<file path="src/trouble_code_blink_out_assert.svh">
// ----------------------------------------------------------------------------
// trouble code blink out assertion macros
// concurrent check wrappers, empty when SYNTH is defined
// ----------------------------------------------------------------------------
`ifndef TROUBLE_CODE_BLINK_OUT_ASSERT_SVH
`define TROUBLE_CODE_BLINK_OUT_ASSERT_SVH

`ifndef SYNTH
// check sampled on clk, off while rst is high
`define TCBO_ASSERT(label, prop) \
  label: assert property (@(posedge clk) disable iff (rst) prop) \
    else $error("trouble_code_blink_out: check failed");
// check sampled on clk, also during reset
`define TCBO_ASSERT_NR(label, prop) \
  label: assert property (@(posedge clk) prop) \
    else $error("trouble_code_blink_out: check failed");
`else
`define TCBO_ASSERT(label, prop)
`define TCBO_ASSERT_NR(label, prop)
`endif

`endif

</file>
<file path="src/tcbo_pkg.sv">
// ----------------------------------------------------------------------------
// tcbo_pkg
// types and constants of the trouble code blink out block
// ----------------------------------------------------------------------------
package tcbo_pkg;

  localparam int CODE_W    = 16;
  localparam int TIME_W    = 32;
  localparam int DUR_W     = 16;
  localparam int COUNT_IN_W = 5;
  localparam int INDEX_W   = 4;
  localparam int NUM_BCD   = 5;   // decimal digits of a 16-bit code
  localparam int BCD_W     = 4 * NUM_BCD;
  localparam int PLACE_W   = 3;
  localparam int PULSES_W  = 4;
  localparam int CFG_ADDR_W = 3;

  localparam logic [DUR_W-1:0] SHORT_PULSE_RST = 16'd400;
  localparam logic [DUR_W-1:0] LONG_PULSE_RST  = 16'd1500;
  localparam logic [DUR_W-1:0] GAP_RST         = 16'd400;
  localparam logic [DUR_W-1:0] ESC_PERIOD_RST  = 16'd200;

  typedef enum logic [1:0] {
    KIND_TICK  = 2'd0,
    KIND_WRITE = 2'd1,
    KIND_COUNT = 2'd2
  } kind_t;

  typedef enum logic [1:0] {
    PH_IDLE  = 2'd0,
    PH_PULSE = 2'd1,
    PH_GAP   = 2'd2
  } phase_t;

  typedef enum logic [CFG_ADDR_W-1:0] {
    REG_SHORT_PULSE = 3'd0,
    REG_LONG_PULSE  = 3'd1,
    REG_GAP         = 3'd2,
    REG_ESC_PERIOD  = 3'd3,
    REG_KOEO_ENABLE = 3'd4
  } reg_index_t;

endpackage

</file>
<file path="src/trouble_code_blink_out.sv">
// ----------------------------------------------------------------------------
// trouble_code_blink_out
// blinks stored trouble codes on a warning lamp, one decimal digit at a time
// ----------------------------------------------------------------------------
//
//  channel   dir  handshake             payload
//  s_*       in   s_tvalid / s_tready   s_tuser kind, s_tdata tick and table fields
//  m_*       out  m_tvalid / m_tready   m_tdata lamp_on, current_code, blink_phase
//  cfg_*     in   cfg_we                cfg_addr register index, cfg_data value
//
//  one item at a time: s_tready is high only in the idle state
//  writes and non-blinking ticks pass through accept, decide and output handoff
//  a blinking tick scans the table, reading then comparing one slot at a time
//  a new code adds a fetch, a load and a 16-step decimal shift
//  a stalled m_tready holds only the handoff; the next item is taken once it loads
//  reset clears control state; code table entries are defined once written
//
module trouble_code_blink_out #(
  parameter int MAX_CODES  = 16,
  parameter int MAX_DIGITS = 5
) (
  input  logic                             clk,
  input  logic                             rst,
  // input stream
  input  logic                             s_tvalid,
  output logic                             s_tready,
  // [31:0] now_ms, [32] ignition_on, [33] my_override,
  // [34] escalation_active, [35] engine_stopped, [39:36] entry_index,
  // [55:40] entry_code, [60:56] new_count, [63:61] zero
  input  logic [63:0]                      s_tdata,
  // [1:0] kind
  input  logic [1:0]                       s_tuser,
  // result stream
  output logic                             m_tvalid,
  input  logic                             m_tready,
  // [0] lamp_on, [16:1] current_code, [18:17] blink_phase, [23:19] zero
  output logic [23:0]                      m_tdata,
  // configuration writes
  input  logic                             cfg_we,
  input  logic [tcbo_pkg::CFG_ADDR_W-1:0]  cfg_addr,
  input  logic [tcbo_pkg::DUR_W-1:0]       cfg_data
);

  import tcbo_pkg::*;

  `include "trouble_code_blink_out_assert.svh"

  // table address and count widths follow the table depth
  localparam int AW = (MAX_CODES > 1) ? $clog2(MAX_CODES) : 1;
  localparam int CW = $clog2(MAX_CODES + 1);

  typedef enum logic [9:0] {
    S_IDLE    = 10'b00_0000_0001,
    S_DECIDE  = 10'b00_0000_0010,
    S_READ    = 10'b00_0000_0100,
    S_COMPARE = 10'b00_0000_1000,
    S_TIME    = 10'b00_0001_0000,
    S_FETCH   = 10'b00_0010_0000,
    S_LOAD    = 10'b00_0100_0000,
    S_CONVERT = 10'b00_1000_0000,
    S_START   = 10'b01_0000_0000,
    S_EMIT    = 10'b10_0000_0000
  } state_t;

  state_t state;

  // configuration registers
  logic [DUR_W-1:0] short_pulse_ms;
  logic [DUR_W-1:0] long_pulse_ms;
  logic [DUR_W-1:0] gap_ms;
  logic [DUR_W-1:0] escalation_period_ms;
  logic             koeo_check_enable;

  // latched input item
  logic [1:0]            in_kind;
  logic [TIME_W-1:0]     in_now;
  logic                  in_ignition;
  logic                  in_my;
  logic                  in_escalation;
  logic                  in_stopped;
  logic [INDEX_W-1:0]    in_entry_index;
  logic [CODE_W-1:0]     in_entry_code;
  logic [COUNT_IN_W-1:0] in_new_count;

  // blink sequence state
  logic [CW-1:0]       code_count;
  phase_t              phase;
  logic [CODE_W-1:0]   active_code;
  logic [PLACE_W-1:0]  digit_place;
  logic [PULSES_W-1:0] pulses_left;
  logic [TIME_W-1:0]   phase_start_ms;
  logic                my_was_active;
  logic                was_escalating;
  logic                flash_level;
  logic [TIME_W-1:0]   flash_start_ms;
  logic                lamp_level;

  // code table and its read port
  logic [CODE_W-1:0] code_table [MAX_CODES];
  logic [AW-1:0]     rd_addr;
  logic [CODE_W-1:0] rd_data;
  logic              tbl_we;
  logic [AW-1:0]     wr_addr;

  // scan and decimal conversion
  logic [AW-1:0]     scan_idx;
  logic [AW-1:0]     nxt_idx;
  logic              scan_hit;
  logic              scan_last;
  logic [BCD_W-1:0]  bcd;
  logic [BCD_W-1:0]  bcd_adj;
  logic [CODE_W-1:0] bin;
  logic [3:0]        bit_cnt;
  logic [3:0]        digit [NUM_BCD];
  logic [PLACE_W-1:0] top_place;
  logic [PLACE_W-1:0] place_dn;

  // shared elapsed-time compare
  logic [TIME_W-1:0] tm_start;
  logic [DUR_W-1:0]  tm_dur;
  logic              tm_over;

  // output register
  logic               out_lamp;
  logic [CODE_W-1:0]  out_code;
  phase_t             out_phase;

  assign s_tready = (state == S_IDLE);
  assign m_tdata  = {5'd0, out_phase, out_code, out_lamp};

  // ---------------------------------------------------------------------------
  // code table: one write port (kind 1 items), one registered read port
  // ---------------------------------------------------------------------------
  assign tbl_we  = (state == S_DECIDE) && (kind_t'(in_kind) == KIND_WRITE) &&
                   (int'(in_entry_index) < MAX_CODES);
  assign wr_addr = AW'(in_entry_index);
  assign rd_addr = (state == S_FETCH) ? nxt_idx : scan_idx;

  always_ff @(posedge clk) begin
    if (tbl_we) begin
      code_table[wr_addr] <= in_entry_code;
    end
    rd_data <= code_table[rd_addr];
  end

  // ---------------------------------------------------------------------------
  // one subtract and compare serves the flash timer and the blink timer
  // a timer has run out when the wrapped elapsed time exceeds the duration
  // ---------------------------------------------------------------------------
  always_comb begin
    if (state == S_DECIDE) begin
      tm_start = flash_start_ms;
      tm_dur   = escalation_period_ms;
    end else begin
      tm_start = phase_start_ms;
      if (phase == PH_PULSE) begin
        tm_dur = digit_place[0] ? long_pulse_ms : short_pulse_ms;
      end else begin
        tm_dur = gap_ms;
      end
    end
    tm_over = (in_now - tm_start) > TIME_W'(tm_dur);
  end

  // table scan compare
  assign scan_hit  = (rd_data == active_code);
  assign scan_last = ((CW'(scan_idx) + CW'(1)) == code_count);

  // ---------------------------------------------------------------------------
  // decimal digits: shift-and-add-3 step, digit view and leading place
  // ---------------------------------------------------------------------------
  always_comb begin
    for (int i = 0; i < NUM_BCD; i++) begin
      digit[i] = bcd[4*i +: 4];
      bcd_adj[4*i +: 4] = (bcd[4*i +: 4] >= 4'd5) ? bcd[4*i +: 4] + 4'd3
                                                   : bcd[4*i +: 4];
    end
  end

  // highest nonzero place, capped to the number of places shown
  always_comb begin
    top_place = '0;
    for (int i = 1; i < NUM_BCD; i++) begin
      if (digit[i] != 4'd0) begin
        top_place = PLACE_W'(i);
      end
    end
    if (top_place > PLACE_W'(MAX_DIGITS - 1)) begin
      top_place = PLACE_W'(MAX_DIGITS - 1);
    end
  end

  assign place_dn = digit_place - PLACE_W'(1);

  // ---------------------------------------------------------------------------
  // input latch (payload, no reset)
  // ---------------------------------------------------------------------------
  always_ff @(posedge clk) begin
    if (s_tvalid && s_tready) begin
      in_kind        <= s_tuser;
      in_now         <= s_tdata[31:0];
      in_ignition    <= s_tdata[32];
      in_my       <= s_tdata[33];
      in_escalation  <= s_tdata[34];
      in_stopped     <= s_tdata[35];
      in_entry_index <= s_tdata[39:36];
      in_entry_code  <= s_tdata[55:40];
      in_new_count   <= s_tdata[60:56];
    end
  end

  // ---------------------------------------------------------------------------
  // configuration registers
  // ---------------------------------------------------------------------------
  always_ff @(posedge clk) begin
    if (rst) begin
      short_pulse_ms       <= SHORT_PULSE_RST;
      long_pulse_ms        <= LONG_PULSE_RST;
      gap_ms               <= GAP_RST;
      escalation_period_ms <= ESC_PERIOD_RST;
      koeo_check_enable    <= 1'b0;
    end else if (cfg_we) begin
      unique case (reg_index_t'(cfg_addr))
        REG_SHORT_PULSE: short_pulse_ms       <= cfg_data;
        REG_LONG_PULSE:  long_pulse_ms        <= cfg_data;
        REG_GAP:         gap_ms               <= cfg_data;
        REG_ESC_PERIOD:  escalation_period_ms <= cfg_data;
        REG_KOEO_ENABLE: koeo_check_enable    <= cfg_data[0];
        default: ;
      endcase
    end
  end

  // ---------------------------------------------------------------------------
  // decimal conversion registers (payload)
  // ---------------------------------------------------------------------------
  always_ff @(posedge clk) begin
    if (state == S_LOAD) begin
      bcd <= '0;
      bin <= rd_data;
    end else if (state == S_CONVERT) begin
      bcd <= {bcd_adj[BCD_W-2:0], bin[CODE_W-1]};
      bin <= {bin[CODE_W-2:0], 1'b0};
    end
  end

  // ---------------------------------------------------------------------------
  // sequencer and blink state
  // ---------------------------------------------------------------------------
  always_ff @(posedge clk) begin
    if (rst) begin
      state            <= S_IDLE;
      code_count       <= '0;
      phase            <= PH_IDLE;
      active_code      <= '0;
      digit_place      <= '0;
      pulses_left      <= '0;
      phase_start_ms   <= '0;
      my_was_active <= 1'b0;
      was_escalating   <= 1'b0;
      flash_level      <= 1'b0;
      flash_start_ms   <= '0;
      lamp_level       <= 1'b0;
      scan_idx         <= '0;
      nxt_idx          <= '0;
      bit_cnt          <= '0;
      m_tvalid         <= 1'b0;
      out_lamp         <= 1'b0;
      out_code         <= '0;
      out_phase        <= PH_IDLE;
    end else begin
      // result taken downstream; a load in S_EMIT keeps it valid instead
      if (m_tvalid && m_tready && (state != S_EMIT)) begin
        m_tvalid <= 1'b0;
      end

      unique case (state)
        S_IDLE: begin
          if (s_tvalid) begin
            state <= S_DECIDE;
          end
        end

        S_DECIDE: begin
          case (kind_t'(in_kind))
            KIND_TICK: begin
              if (in_my) begin
                // bench drives the real lamp, hold everything
                my_was_active <= 1'b1;
                state            <= S_EMIT;
              end else begin
                // the first tick after bench override starts from idle
                my_was_active <= 1'b0;
                if (!in_ignition) begin
                  phase       <= PH_IDLE;
                  active_code <= '0;
                  lamp_level  <= 1'b0;
                  state       <= S_EMIT;
                end else if (in_escalation) begin
                  // plain flashing, starts lit
                  phase       <= PH_IDLE;
                  active_code <= '0;
                  state       <= S_EMIT;
                  if (!was_escalating) begin
                    was_escalating <= 1'b1;
                    flash_level    <= 1'b1;
                    flash_start_ms <= in_now;
                    lamp_level     <= 1'b1;
                  end else if (tm_over) begin
                    flash_level    <= ~flash_level;
                    flash_start_ms <= in_now;
                    lamp_level     <= ~flash_level;
                  end else begin
                    lamp_level <= flash_level;
                  end
                end else begin
                  was_escalating <= 1'b0;
                  if (code_count == '0) begin
                    // key-on bulb check
                    phase       <= PH_IDLE;
                    active_code <= '0;
                    lamp_level  <= koeo_check_enable & in_stopped;
                    state       <= S_EMIT;
                  end else begin
                    if (my_was_active) begin
                      phase       <= PH_IDLE;
                      active_code <= '0;
                    end
                    // look up the active code in the table
                    scan_idx <= '0;
                    state    <= S_READ;
                  end
                end
              end
            end
            KIND_COUNT: begin
              if (int'(in_new_count) > MAX_CODES) begin
                code_count <= CW'(MAX_CODES);
              end else begin
                code_count <= CW'(in_new_count);
              end
              state <= S_EMIT;
            end
            default: begin
              state <= S_EMIT;
            end
          endcase
        end

        S_READ: begin
          state <= S_COMPARE;
        end

        S_COMPARE: begin
          if (scan_hit || scan_last) begin
            // successor slot wraps to the first; a missing code restarts at slot 0
            nxt_idx <= (scan_hit && !scan_last) ? scan_idx + AW'(1) : '0;
            if (!scan_hit || phase == PH_IDLE) begin
              state <= S_FETCH;
            end else begin
              state <= S_TIME;
            end
          end else begin
            scan_idx <= scan_idx + AW'(1);
            state    <= S_READ;
          end
        end

        S_TIME: begin
          if (phase == PH_PULSE) begin
            state <= S_EMIT;
            if (tm_over) begin
              lamp_level     <= 1'b0;
              phase          <= PH_GAP;
              phase_start_ms <= in_now;
            end
          end else if (!tm_over) begin
            state <= S_EMIT;
          end else if (pulses_left > PULSES_W'(1)) begin
            pulses_left    <= pulses_left - PULSES_W'(1);
            lamp_level     <= 1'b1;
            phase          <= PH_PULSE;
            phase_start_ms <= in_now;
            state          <= S_EMIT;
          end else if (digit_place != '0) begin
            // next lower digit
            digit_place    <= place_dn;
            pulses_left    <= digit[place_dn] + 4'd1;
            lamp_level     <= 1'b1;
            phase          <= PH_PULSE;
            phase_start_ms <= in_now;
            state          <= S_EMIT;
          end else begin
            // code finished, move on to the next slot
            state <= S_FETCH;
          end
        end

        S_FETCH: begin
          state <= S_LOAD;
        end

        S_LOAD: begin
          active_code <= rd_data;
          bit_cnt     <= '0;
          state       <= S_CONVERT;
        end

        S_CONVERT: begin
          bit_cnt <= bit_cnt + 4'd1;
          if (bit_cnt == 4'd15) begin
            state <= S_START;
          end
        end

        S_START: begin
          // first pulse of the leading digit
          digit_place    <= top_place;
          pulses_left    <= digit[top_place] + 4'd1;
          lamp_level     <= 1'b1;
          phase          <= PH_PULSE;
          phase_start_ms <= in_now;
          state          <= S_EMIT;
        end

        S_EMIT: begin
          if (!m_tvalid || m_tready) begin
            out_lamp  <= lamp_level;
            out_code  <= active_code;
            out_phase <= phase;
            m_tvalid  <= 1'b1;
            state     <= S_IDLE;
          end
        end

        default: begin
          state <= S_IDLE;
        end
      endcase
    end
  end

  // ---------------------------------------------------------------------------
  // checks
  // ---------------------------------------------------------------------------
  `TCBO_ASSERT_NR(a_pulse_lit, (phase == PH_PULSE) |-> lamp_level)
  `TCBO_ASSERT_NR(a_gap_dark, (phase == PH_GAP) |-> !lamp_level)
  `TCBO_ASSERT(a_busy_after_transfer, (s_tvalid && s_tready) |=> !s_tready)
  `TCBO_ASSERT(a_pulses_left, (phase != PH_IDLE) |-> (pulses_left != '0))

endmodule

</file>
<file path="config.mk">
export PLATFORM = sky130hd
export DESIGN_NAME = trouble_code_blink_out
export DESIGN_NICKNAME = d
export VERILOG_FILES = /design/src/tcbo_pkg.sv /design/src/trouble_code_blink_out.sv
export VERILOG_INCLUDE_DIRS = /design/src /design/src/src
export SDC_FILE = /design/constraint.sdc
export NUM_CORES = 1
export LEC_CHECK = 0
export ABC_CLOCK_PERIOD_IN_PS = 14600
export BUFFER_PORTS_ARGS = -buffer_cell sky130_fd_sc_hd__clkbuf_2
export CORE_UTILIZATION = 45
export DETAILED_ROUTE_END_ITERATION = 10
export PLACE_DENSITY_LB_ADDON = 0.2
export SKIP_CTS_REPAIR_TIMING = 1
export SLEW_MARGIN = 10
export SYNTH_ARGS = -nofsm -noshare
export SYNTH_HDL_FRONTEND = slang
export SYNTH_SLANG_ARGS = --single-unit
</file>
<file path="constraint.sdc">
create_clock -name clk -period 14.6 [get_ports clk]
set_input_delay 4.38 -clock clk [delete_from_list [all_inputs] [get_ports clk]]
set_output_delay 4.38 -clock clk [all_outputs]
set_load 0.005 [all_outputs]
</file>
==> reports/metrics.cfg <==
[flow_run]
maxCapViolations=0

[route]
drc=0
routed_wl_um=58400
vias_per_cell=5.57
first_pass_iters=5
vias=16958
drt_iter0_drc=1281
routedWlPerCell_um=19.2
ant_nets=0

[sta]
fin_ws_ns=6.67
relSlewSlack_pct=26.3
grt_setup_unrepaired=false
slew_violations=0
setup-violations-final=0
clock_skew_ns=0.0509
timing.hold.ws_ns=0.455
hold_viol_final=0
layout_min_cycle_time_ns=7.93
worst_pin_slew_ns=1.10
fin_setup_tns_ns=0
fmax_mhz=126
period_share_pct=54.3

[run_status]
status=finished, final reports clean

[worst_setup_path]
r2r_cells=26
regToRegStartpoint=state[4]
cp.required_ns=15.07
startpoint_type=flip-flop
cp_data_arrival_time_ns=8.40
critical_path.startpoint=state[4]
critical_path.slowest_cell=nor4_4
path_class=flip-flop to flip-flop
slowest_delay_ns=0.72
end_kind=flip-flop
crit_top_cell=nand2_1
reg2reg_slack_ns=6.67
path_max_fanout=52
worstReg2RegEnd=phase_start_ms[14]

[power]
ir_drop_uv=103
power_leakage_uw=0.00989
cellPowerDensity_nw_per_um2=122

[place]
dp_cells=2933
place_congestion=0.853
pre_cts_ws_ns=6.74
portBuffers=107
dp_hpwl_um=38100

[cells_and_area]
n_antenna_cell=0
layout_common_cells=edfxtp_1 (335), nand2_1 (325), dfxtp_1 (241), a21oi_1 (194), nor2_1 (179)
seqCellArea_um2=14900
final_cell_count_no_fill=3047
num-nets-final=2405
layout_commonest_cell=edfxtp_1
area_delta_synth_final_pct=13.2
utilization_pct=51.8
drive_gt1_share_pct=14.2
multiInputGateArea_um2=9930
n_fill_cell=4853

[global_routing]
grt_max_degree=105
grt_pass1_wl_um=91500
antenna_found_initial=0
track_usage_pct=20.6
grt_overflow_total=0
grt_pass1_vias=16462

[clock_tree]
cts_sinks=576
clock_path_buffers=3
cts_tree=built
cts_max_level=2
clk_latency_ns=0.67
cts_made_buffers=60
clk_pin_slew_ns=0.06
ctsRootBufferMaster=clkbuf_16

[min_path]
hp-class=flip-flop to flip-flop
hold_end=gap_ms[9]
min_from=gap_ms[9]
holdPathStages=2

[synth]
synth-seq-cells=576
synth-edff-count=335
synthesis.area_um2=25300
ys.flop_type=edfxtp_1
seq_area_frac_synth_pct=58.8
synthArstFlopShare_pct=0
synth_area_leaders=edfxtp_1 (40%), dfxtp_1 (19%), mux4_2 (6.0%), mux2i_1 (4.9%), nand2_1 (4.8%)
synth_cell_types=73
avgSynthCellArea_um2=11.7
yosys.area.top_type=edfxtp_1
synth_top_area_share_pct=39.7
ys_warn_count=0
synthCells=2162

[floorplanning]
core_area_um2=55300
start_util_pct=45.8
die_h_um=239
num_rows=86
io_pins=116
die_w_um=239
die_area_um2=57200

-- worst max-delay path: cells and delay by family, from the launching register on --
family                   cells  cell delay (ns)
AND/OR/NAND/NOR             13             3.58
flip-flops                   1             0.35
buffers and inverters        3             1.09
XOR/XNOR                     1             0.36
multiplexers                 1             0.23
AO/OA/AOI/OAI                5             1.34
adder cells (fa/ha/maj)      3             0.78
-- synth_stat cells, drive strengths merged (4+ instances only) --
library cell / number
nor4: 11
xor2: 18
ha: 67
dfxtp: 241
o211ai: 11
nand3: 54
a221o: 4
nand2b: 20
a221oi: 5
o21a: 5
edfxtp: 335
a31oi: 21
a21oi: 195
nor3: 23
clkbuf: 90
a22oi: 4
mux4: 68
mux2i: 125
nor2b: 9
nand3b: 8
xnor2: 44
o31ai: 5
o21bai: 4
a211oi: 40
nor3b: 18
a21o: 18
nand4b: 8
and3: 9
buf: 25
and2: 20
nand4: 18
or4: 4
nor2: 181
o21ai: 62
nand2: 325
or3: 4
inv: 33
-- worst max-delay path by stage --
stage	to	slack [ns]	depth (start not counted)
finish	phase_start_ms[14]	6.67	26
global route	lamp_level	6.19	26
CTS	phase_start_ms[13]	6.71	26
detailed placement	lamp_level	6.74	26
global placement	lamp_level	6.83	26
floorplan	flash_start_ms[10]	8.09	25
-- power by group --
| part | switching, uW | leakage [uW] | internal, uW | total, uW |
|---|---|---|---|---|
| sequential | 31.2 | 0.00499 | 1750 | 1780 |
| clock | 657 | 0.00101 | 909 | 1570 |
| combinational | 107 | 0.00390 | 62.4 | 169 |
| total | 795 | 0.00989 | 2720 | 3510 |
-- registers in the layout, summed over array words and instances (netlist names), 20 cells and up --
name,cells
code_table,256
flash_start_ms,32
phase_start_ms,32
bcd,20
in_now,32
-- per-layer routing --
layer | vias to the layer above | track usage, % | part of all wire [%]
met2 | 407 | 32.3 | 46
li1 | 8087 | - | -
met4 | 0 | 5.98 | 2.2
met3 | 90 | 2.81 | 5.3
met1 | 8374 | 29.7 | 46
met5 | - | 0 | 0
-- cells by family (layout without fill, tap and decap cells) --
group	count (synthesis)	in the layout	share of synthesized area, %
simple gates	721	721	12.8
other cells	1	5	0.0148
xor+xnor	62	62	2.14
fa+ha+maj	68	68	3.39
buf+inv	148	281	2.48
flops	576	576	58.8
mux	194	194	11.0
compound gates	392	392	9.34
-- layout make-up --
cell class                      instances  area share, %
Multi-Input combinational cell       1442           34.6
Sequential cell                       576           51.9
Tap cell                              748           3.26
Inverter                               33          0.432
Timing Repair Buffer                  134           2.60
Clock inverter                         42           1.62
Clock buffer                           72           5.57
-- through the flow --
| step | area, um2 | total power (uW) |
|---|---|---|
| after floorplan | 25300 | 1910 |
| after global placement | 26600 | 1970 |
| after detailed placement | 26600 | 1980 |
| after CTS | 28700 | 3550 |
| after global routing | 28700 | 3630 |
| final | 28700 | 3510 |
No activity file was read; power rests on OpenSTA's default activity.
